**config.mk**
```make
export PLATFORM = sky130hd
export DESIGN_NAME = wall_follow_steering_fsm
export DESIGN_NICKNAME = d
export VERILOG_FILES = /design/src/sv/wfs_pkg.sv /design/src/sv/wfs_cfg_regs.sv /design/src/sv/wfs_ctrl.sv /design/src/sv/wall_follow_steering_fsm.sv
export SDC_FILE = /design/constraint.sdc
export NUM_CORES = 1
export LEC_CHECK = 0
export BUFFER_PORTS_ARGS = -buffer_cell sky130_fd_sc_hd__buf_2
export CAP_MARGIN = 20
export CORE_ASPECT_RATIO = 1.4
export CORE_MARGIN = 10
export CORE_UTILIZATION = 40
export DETAILED_ROUTE_END_ITERATION = 8
export PLACE_DENSITY_LB_ADDON = 0.2
export SLEW_MARGIN = 20
export SYNTH_ARGS = -nofsm -noshare
export SYNTH_HDL_FRONTEND = slang
export SYNTH_SLANG_ARGS = --single-unit
```
**constraint.sdc**
```tcl
create_clock -name clk -period 9.55 [get_ports clk]
set_input_delay 2.865 -clock clk [delete_from_list [all_inputs] [get_ports clk]]
set_output_delay 2.865 -clock clk [all_outputs]
set_load 0.02 [all_outputs]
```
**src/sv/wfs_pkg.sv**
```systemverilog
// Shared types and constants for the wall-follow steering block.
// No dependencies; imported by every other file of the block.
package wfs_pkg;

	localparam int unsigned CFG_W     = 16;
	localparam int unsigned SPEED_W   = 14;
	localparam int unsigned CFG_IDX_W = 3;
	localparam int unsigned ACTION_W  = 2;

	// register indexes on the config port
	localparam logic [CFG_IDX_W-1:0] REG_BAND_LOW      = 3'd0;
	localparam logic [CFG_IDX_W-1:0] REG_BAND_HIGH     = 3'd1;
	localparam logic [CFG_IDX_W-1:0] REG_OPEN_RIGHT    = 3'd2;
	localparam logic [CFG_IDX_W-1:0] REG_FRONT_BLOCK   = 3'd3;
	localparam logic [CFG_IDX_W-1:0] REG_ADVANCE       = 3'd4;
	localparam logic [CFG_IDX_W-1:0] REG_TARGET_FLOOR  = 3'd5;
	localparam logic [CFG_IDX_W-1:0] REG_CRUISE_SPEED  = 3'd6;

	// reset values of the registers
	localparam logic [CFG_W-1:0]   RST_BAND_LOW     = 16'd100;
	localparam logic [CFG_W-1:0]   RST_BAND_HIGH    = 16'd140;
	localparam logic [CFG_W-1:0]   RST_OPEN_RIGHT   = 16'd200;
	localparam logic [CFG_W-1:0]   RST_FRONT_BLOCK  = 16'd70;
	localparam logic [CFG_W-1:0]   RST_ADVANCE      = 16'd100;
	localparam logic [CFG_W-1:0]   RST_TARGET_FLOOR = 16'd100;
	localparam logic [SPEED_W-1:0] RST_CRUISE_SPEED = 14'd3500;

	typedef enum logic [1:0] {
		MODE_FOLLOW = 2'd0,
		MODE_LEFT   = 2'd1,
		MODE_RIGHT  = 2'd2
	} mode_t;

	typedef enum logic [ACTION_W-1:0] {
		ACT_STOP = 2'd0,
		ACT_FWD  = 2'd1,
		ACT_SPIN = 2'd2
	} action_t;

	typedef struct packed {
		logic [CFG_W-1:0]   band_low;
		logic [CFG_W-1:0]   band_high;
		logic [CFG_W-1:0]   open_right_limit;
		logic [CFG_W-1:0]   front_block_limit;
		logic [CFG_W-1:0]   advance_before_turn;
		logic [CFG_W-1:0]   target_floor;
		logic [SPEED_W-1:0] cruise_speed;
	} cfg_t;

	typedef struct packed {
		action_t            action;
		logic [SPEED_W-1:0] left_speed;
		logic [SPEED_W-1:0] right_speed;
	} cmd_t;

endpackage

```
**src/sv/wfs_cfg_regs.sv**
```systemverilog
// Configuration register file: seven write-only registers with reset values.
// Depends on wfs_pkg.
module wfs_cfg_regs import wfs_pkg::*; (
	input  logic                 clk,
	input  logic                 arst_n,
	input  logic                 cfg_we,
	input  logic [CFG_IDX_W-1:0] cfg_index,
	input  logic [CFG_W-1:0]     cfg_data,
	output cfg_t                 cfg
);

	cfg_t cfg_q;

	always_ff @(posedge clk or negedge arst_n) begin
		if (!arst_n) begin
			cfg_q.band_low            <= RST_BAND_LOW;
			cfg_q.band_high           <= RST_BAND_HIGH;
			cfg_q.open_right_limit    <= RST_OPEN_RIGHT;
			cfg_q.front_block_limit   <= RST_FRONT_BLOCK;
			cfg_q.advance_before_turn <= RST_ADVANCE;
			cfg_q.target_floor        <= RST_TARGET_FLOOR;
			cfg_q.cruise_speed        <= RST_CRUISE_SPEED;
		end else if (cfg_we) begin
			unique case (cfg_index)
				REG_BAND_LOW:     cfg_q.band_low            <= cfg_data;
				REG_BAND_HIGH:    cfg_q.band_high           <= cfg_data;
				REG_OPEN_RIGHT:   cfg_q.open_right_limit    <= cfg_data;
				REG_FRONT_BLOCK:  cfg_q.front_block_limit   <= cfg_data;
				REG_ADVANCE:      cfg_q.advance_before_turn <= cfg_data;
				REG_TARGET_FLOOR: cfg_q.target_floor        <= cfg_data;
				REG_CRUISE_SPEED: cfg_q.cruise_speed        <= cfg_data[SPEED_W-1:0];
				default: ;
			endcase
		end
	end

	assign cfg = cfg_q;

endmodule

```
**src/sv/wfs_ctrl.sv**
```systemverilog
// Steering decision: mode state machine, turn state and the wheel command
// for one item. Depends on wfs_pkg.
module wfs_ctrl import wfs_pkg::*; #(
	parameter int unsigned DISTANCE_WIDTH = 16
) (
	input  logic                      clk,
	input  logic                      arst_n,
	input  logic                      step,
	input  logic [DISTANCE_WIDTH-1:0] right_mm,
	input  logic [DISTANCE_WIDTH-1:0] center_mm,
	input  cfg_t                      cfg,
	output cmd_t                      cmd
);

	// compare width: covers both the distances and the 16-bit limits
	localparam int unsigned CW = (DISTANCE_WIDTH > CFG_W) ? DISTANCE_WIDTH : CFG_W;

	mode_t                     mode_q, mode_d;
	logic                      stage_q, stage_d;
	logic [CW-1:0]             target_q, target_d;
	logic [DISTANCE_WIDTH-1:0] last_q, last_d;

	logic [CW-1:0] right_w, center_w, adv_w, floor_w, diff_w;
	logic [CW-1:0] target_eff;
	logic [DISTANCE_WIDTH-1:0] last_eff;
	logic go_left, go_right, stage_eff;
	logic [SPEED_W-1:0] fast, slow;

	assign right_w  = CW'(right_mm);
	assign center_w = CW'(center_mm);
	assign adv_w    = CW'(cfg.advance_before_turn);
	assign floor_w  = CW'(cfg.target_floor);
	assign diff_w   = center_w - adv_w;
	assign fast     = cfg.cruise_speed;
	assign slow     = cfg.cruise_speed >> 1;

	// mode selection and the values that turn entry loads
	always_comb begin
		go_left  = (mode_q == MODE_LEFT) ||
			((mode_q == MODE_FOLLOW) && (right_w > CW'(cfg.open_right_limit)));
		go_right = !go_left && ((mode_q == MODE_RIGHT) ||
			((mode_q == MODE_FOLLOW) && (center_w < CW'(cfg.front_block_limit))));
		target_eff = target_q;
		last_eff   = last_q;
		stage_eff  = stage_q;
		if (mode_q == MODE_FOLLOW && go_left) begin
			// no wrap: a short centre reading falls back to the floor
			if (center_w >= adv_w && diff_w >= floor_w)
				target_eff = diff_w;
			else
				target_eff = floor_w;
			stage_eff = 1'b0;
		end else if (mode_q == MODE_FOLLOW && go_right) begin
			last_eff  = right_mm;
			stage_eff = 1'b0;
		end
	end

	// next state
	always_comb begin
		mode_d   = mode_q;
		stage_d  = stage_q;
		target_d = target_q;
		last_d   = last_q;
		if (go_left) begin
			target_d = target_eff;
			stage_d  = stage_eff;
			mode_d   = MODE_LEFT;
			if (!stage_eff) begin
				if (center_w < target_eff)
					stage_d = 1'b1;
			end else if (right_w < CW'(cfg.band_high)) begin
				mode_d = MODE_FOLLOW;
			end
		end else if (go_right) begin
			last_d  = last_eff;
			stage_d = stage_eff;
			mode_d  = MODE_RIGHT;
			if (!stage_eff) begin
				if (right_mm > last_eff)
					stage_d = 1'b1;
				else
					last_d = right_mm;
			end else if (right_w >= CW'(cfg.band_low)) begin
				mode_d = MODE_FOLLOW;
			end
		end else begin
			mode_d = MODE_FOLLOW;
		end
	end

	// wheel command
	always_comb begin
		cmd = '{action: ACT_FWD, left_speed: fast, right_speed: fast};
		if (go_left) begin
			if (!stage_eff) begin
				if (center_w < target_eff)
					cmd = '{action: ACT_STOP, left_speed: '0, right_speed: '0};
			end else if (right_w < CW'(cfg.band_high)) begin
				cmd = '{action: ACT_STOP, left_speed: '0, right_speed: '0};
			end else begin
				cmd = '{action: ACT_FWD, left_speed: slow, right_speed: fast};
			end
		end else if (go_right) begin
			cmd = '{action: ACT_SPIN, left_speed: slow, right_speed: slow};
			if (!stage_eff) begin
				if (right_mm > last_eff)
					cmd = '{action: ACT_STOP, left_speed: '0, right_speed: '0};
			end else if (right_w >= CW'(cfg.band_low)) begin
				cmd = '{action: ACT_STOP, left_speed: '0, right_speed: '0};
			end
		end else if (right_w < CW'(cfg.band_low)) begin
			cmd = '{action: ACT_FWD, left_speed: fast, right_speed: slow};
		end else if (right_w > CW'(cfg.band_high)) begin
			cmd = '{action: ACT_FWD, left_speed: slow, right_speed: fast};
		end
	end

	always_ff @(posedge clk or negedge arst_n) begin
		if (!arst_n) begin
			mode_q   <= MODE_FOLLOW;
			stage_q  <= 1'b0;
			target_q <= '0;
			last_q   <= '0;
		end else if (step) begin
			mode_q   <= mode_d;
			stage_q  <= stage_d;
			target_q <= target_d;
			last_q   <= last_d;
		end
	end

`ifndef NO_ASSERTIONS
	// a right spin always starts in its first stage
	a_entry_stage: assert property (@(posedge clk) disable iff (!arst_n)
		step && mode_q == MODE_FOLLOW && mode_d == MODE_RIGHT |=> !stage_q)
		else $error("spin entered with stage set");

	// leaving a turn only happens from its second stage, with a stop
	a_exit_stop: assert property (@(posedge clk) disable iff (!arst_n)
		step && mode_q != MODE_FOLLOW && mode_d == MODE_FOLLOW |->
		stage_q && cmd.action == ACT_STOP)
		else $error("turn left without stop from second stage");
`endif

endmodule

```
**src/sv/wall_follow_steering_fsm.sv**
```systemverilog
// Top level of the wall-follow steering block: input register, decision
// logic and output register. Depends on wfs_pkg, wfs_cfg_regs, wfs_ctrl.
// Result path: the input register, then the result register; an item waits
// in either register while the output is stalled.
// Throughput: one item per cycle unless the output stalls; the decision and
// the state update sit in one combinational pass between the two registers.
// Reset: arst_n clears pipeline valids, mode/turn state, and loads the
// register defaults; no clearing pass.
module wall_follow_steering_fsm import wfs_pkg::*; #(
	parameter int unsigned DISTANCE_WIDTH = 16
) (
	input  logic                      clk,
	input  logic                      arst_n,
	input  logic                      in_valid,
	output logic                      in_ready,
	input  logic [DISTANCE_WIDTH-1:0] right_mm,
	input  logic [DISTANCE_WIDTH-1:0] center_mm,
	output logic                      out_valid,
	input  logic                      out_ready,
	output logic [ACTION_W-1:0]       drive_action,
	output logic [SPEED_W-1:0]        left_wheel_speed,
	output logic [SPEED_W-1:0]        right_wheel_speed,
	input  logic                      cfg_we,
	input  logic [CFG_IDX_W-1:0]      cfg_index,
	input  logic [CFG_W-1:0]          cfg_data
);

	cfg_t cfg;
	cmd_t cmd;

	logic                      valid_s1;
	logic [DISTANCE_WIDTH-1:0] right_s1, center_s1;
	logic                      valid_s2;
	cmd_t                      cmd_s2;
	logic                      s2_take, step;

	assign s2_take  = !valid_s2 || out_ready;
	assign step     = valid_s1 && s2_take;
	assign in_ready = !valid_s1 || s2_take;

	wfs_cfg_regs u_cfg (
		.clk       (clk),
		.arst_n    (arst_n),
		.cfg_we    (cfg_we),
		.cfg_index (cfg_index),
		.cfg_data  (cfg_data),
		.cfg       (cfg)
	);

	wfs_ctrl #(
		.DISTANCE_WIDTH (DISTANCE_WIDTH)
	) u_ctrl (
		.clk       (clk),
		.arst_n    (arst_n),
		.step      (step),
		.right_mm  (right_s1),
		.center_mm (center_s1),
		.cfg       (cfg),
		.cmd       (cmd)
	);

	always_ff @(posedge clk or negedge arst_n) begin
		if (!arst_n) begin
			valid_s1 <= 1'b0;
		end else if (in_ready) begin
			valid_s1 <= in_valid;
		end
	end

	always_ff @(posedge clk) begin
		if (in_ready && in_valid) begin
			right_s1  <= right_mm;
			center_s1 <= center_mm;
		end
	end

	always_ff @(posedge clk or negedge arst_n) begin
		if (!arst_n) begin
			valid_s2 <= 1'b0;
		end else if (s2_take) begin
			valid_s2 <= valid_s1;
		end
	end

	always_ff @(posedge clk) begin
		if (step)
			cmd_s2 <= cmd;
	end

	assign out_valid         = valid_s2;
	assign drive_action      = cmd_s2.action;
	assign left_wheel_speed  = cmd_s2.left_speed;
	assign right_wheel_speed = cmd_s2.right_speed;

`ifndef NO_ASSERTIONS
	// an item in the input register is never dropped while the output stalls
	a_s1_hold: assert property (@(posedge clk) disable iff (!arst_n)
		valid_s1 && !s2_take |=> valid_s1 && $stable(right_s1) && $stable(center_s1))
		else $error("input register item lost under stall");

	// every decision step lands in the result register
	a_step_out: assert property (@(posedge clk) disable iff (!arst_n)
		step |=> valid_s2)
		else $error("decision step produced no result");

	// a stop command carries zero wheel speeds
	a_stop_zero: assert property (@(posedge clk) disable iff (!arst_n)
		valid_s2 && cmd_s2.action == ACT_STOP |->
		cmd_s2.left_speed == '0 && cmd_s2.right_speed == '0)
		else $error("stop with nonzero wheel speed");
`endif

endmodule

```
==> out/metrics.csv <==
stage,metric,value,unit
drt,vias per cell,5.465,
floorplanning,die footprint,38170,um2
place,GP Congestion,0.9011,
clock_tree,post_cts resized,0,
setup_path,"Slowest-stage cell, CP",o21ai_2,
drt,vias,9066,
timing,fmax,137.5,MHz
logic_synthesis,"top cells by count, synth","ha_1, dfrtp_1, inv_1, nand2_1, o21ai_0",
setup_path,worst path bufs/invs,1,
timing,Fin Clk Skew,0.02431,ns
logic_synthesis,most common cell in the netlist,ha_1,
global_routing,initial antenna violation count,1,
floorplanning,Placeable Area,30120,um2
logic_synthesis,syn nets,1345,
place,I/O Buffers,87,
setup_path,Critical Path Max Stage Delay,0.83,ns
setup_path,kind of critical path,register to register,
logic_synthesis,Synth Warn #,0,
place,pre-CTS setup slack,2.263,ns
floorplanning,Die H,227.2,um
floorplanning,Initial Util,40.73,%
hold_path,Hold WC Path Type,register to register,
logic_synthesis,#FFs+latches synth,209,
clock_tree,clk_lat worst skew,0.54,ns
global_routing,first-pass GRT wire length,52750,um
global_routing,vias in the first global route,9309,
global_routing,largest net degree at the start of global routing,95,
global_routing,GRT overflow,0,
clock_tree,"Reg clk slew, reported paths",0.06,ns
logic_synthesis,ys async rst share,70.33,%
setup_path,Worst Path Required,9.80,ns
timing,Final WS setup,2.276,ns
floorplanning,IO Pins,88,
timing,Slew @ Worst Pin,1.017,ns
logic_synthesis,ys flop type,dfrtp_1,
logic_synthesis,syn avg cell area,10.56,um2
floorplanning,# rows,75,
place,Final HPWL DP,24870,um
drt,final routed DRC violation total,0,
drt,DR iter-0 viols,527,
timing,setup TNS,0,ns
power,peak supply drop,0.1653,mV
timing,slew margin rel.,32.22,%
setup_path,crit-path max FO,24,
setup_path,Worst EP arrival,7.52,ns
timing,Final Hold Viols,0,
power,leakage,6.210,nW
floorplanning,die width,168.0,um
layout,nets@finish,1438,
clock_tree,H-Tree Level Count,1,
logic_synthesis,"EDFF count, synth",62,
timing,Final setup viols,0,
timing,min cycle time layout,7.274,ns
drt,First-pass DRT Iterations,5,
logic_synthesis,"Seq/Total Area, Yosys",45.42,%
drt,WL/cell,20.32,um
setup_path,critical path cell sequence,inv_1 -> ha_1 -> o21a_1 -> o31a_1 -> o32ai_1 -> o2111ai_1 -> a31oi_1 -> xnor2_1 -> ha_1 -> a21oi_1 -> nor2b_1 -> or4_1 -> nor3_1 -> a211o_1 -> mux2_2 -> mux2i_1 -> ha_1 -> a2111oi_2 -> nand3_1 -> o21ai_2 -> o221ai_1,
logic_synthesis,post-synth top area cell,dfrtp_1,
clock_tree,Num CTS Buffers,24,
clock_tree,postcts setup bufs,0,
logic_synthesis,Cell variety after synth,73,
logic_synthesis,Cells after Synth,1162,
clock_tree,Root Driver,clkbuf_16,
clock_tree,hold buffers post-CTS,0,
layout,Layout area overhead,14.29,%
power,total power,3.931,mW
timing,worst hold slack,0.4791,ns
timing,RSZ-0062 raised after global routing,false,
drt,Final ANT Viol Nets,0,
layout,proportion of layout cells with a drive suffix above 1,21.21,%
clock_tree,Num Clock Sinks,209,
logic_synthesis,Synth area leaders,"dfrtp_1, edfxtp_1, ha_1",
flow_run,Max-Cap Viols,0,
timing,"Slew Viols, Final",0,
logic_synthesis,Yosys top cell area share,24.89,%
setup_path,"delay-heaviest family, CP",compound AO/OA/AOI/OAI gates,
drt,Post-Route WL,33720,um
run_status,status,completed,
setup_path,"Top cell by count, worst path",ha_1,
logic_synthesis,Post-Syn Area,12270,um2
setup_path,Critical Path Sink Type,register,
power,P per Cell Area,280.3,nW/um2
setup_path,Worst setup SP type,register,
clock_tree,CTS tree,built,
global_routing,total track usage,17.32,%
timing,Final Cycle Share,76.17,%
clock_tree,CTS Buffer Depth,3,
## routing by layer
layer | global-route usage, % | vias up | share of wire [%]
li1 | - | 4425 | -
met1 | 20.33 | 4424 | 42
met2 | 32.14 | 173 | 53
met3 | 2.175 | 44 | 3.3
met4 | 4.980 | 0 | 2.3
met5 | 0 | - | 0
## worst paths after layout
| kind | slack [ns] | endpoint | depth (start not counted) | startpoint |
|---|---|---|---|---|
| worst max-delay path | 2.28 | right_wheel_speed[11] | 21 | u_cfg.cfg[32] |
| worst min-delay path | 0.48 | u_ctrl.target_q[4] | 2 | u_ctrl.target_q[4] |
| worst max register to register | 2.28 | right_wheel_speed[11] | 21 | u_cfg.cfg[32] |
| worst min register to register | 0.48 | u_ctrl.target_q[4] | 2 | u_ctrl.target_q[4] |
| max in group asynchronous | 5.85 | u_cfg.cfg[1] | 2 | arst_n |
| min in group asynchronous | 2.41 | u_cfg.cfg[83] | 1 | arst_n |
## sequential cells by signal (all words and copies together), names as in the netlist
register / count
u_cfg.cfg: 110
center_s1: 16
right_s1: 16
u_ctrl.last_q: 16
u_ctrl.target_q: 16
left_wheel_speed: 14
right_wheel_speed: 14
drive_action: 2
u_ctrl.mode_q: 2
out_valid: 1
u_ctrl.stage_q: 1
valid_s1: 1
## worst min-delay path, stage by stage, from the launching register on
cell and delay, ns:
dfrtp_1 0.34, nand2_1 0.04, o21ai_0 0.06
## power breakdown
part           switching, mW  internal (mW)  leakage [nW]
combinational          0.953          0.672          3.46
clock                  0.397          0.571         0.394
sequential             0.133           1.20          2.35
total                   1.48           2.45          6.21
## layout by cell type (no fill, tap or decap), types with 62 or more instances in the layout
master	Yosys	layout
ha_1	126	126
dfrtp_1	122	122
inv_1	118	118
nand2_1	108	108
o21ai_0	105	105
buf_2	7	86
mux2_2	70	70
a21oi_1	67	67
edfxtp_1	62	62
## logic make-up after synthesis
group / Yosys count / share of synthesized area (%)
DFF: 209 / 45.42
muxes: 111 / 10.18
buffers and inverters: 154 / 4.875
xor gates and xnor gates: 13 / 0.9281
AOI/OAI and AO/OA: 291 / 15.30
and+or+nand+nor: 257 / 10.29
adders and majority gates: 127 / 13.01
## per-stage QoR
| stage | cells | instance area (um2) | util [%] |
|---|---|---|---|
| floorplan | 1162 | 12270 | - |
| global placement | 1612 | 13160 | 43.69 |
| detailed placement | 1613 | 13180 | 43.74 |
| CTS | 1657 | 14010 | 46.51 |
| global route | 1658 | 14020 | 46.54 |
| finish | 1659 | 14020 | 46.55 |
## final cells by class
| class | count | area, um2 |
|---|---|---|
| well taps | 385 | 481.7 |
| inverters | 119 | 446.7 |
| multi-input cells | 799 | 6126 |
| clock inverters | 15 | 185.2 |
| flip-flops and latches | 209 | 5572 |
| diodes | 1 | 2.502 |
| repair buffers | 102 | 558.0 |
| clock buffers | 29 | 649.4 |
| fillers | 2777 | 16100 |
(Power assumes the default switching activity.)
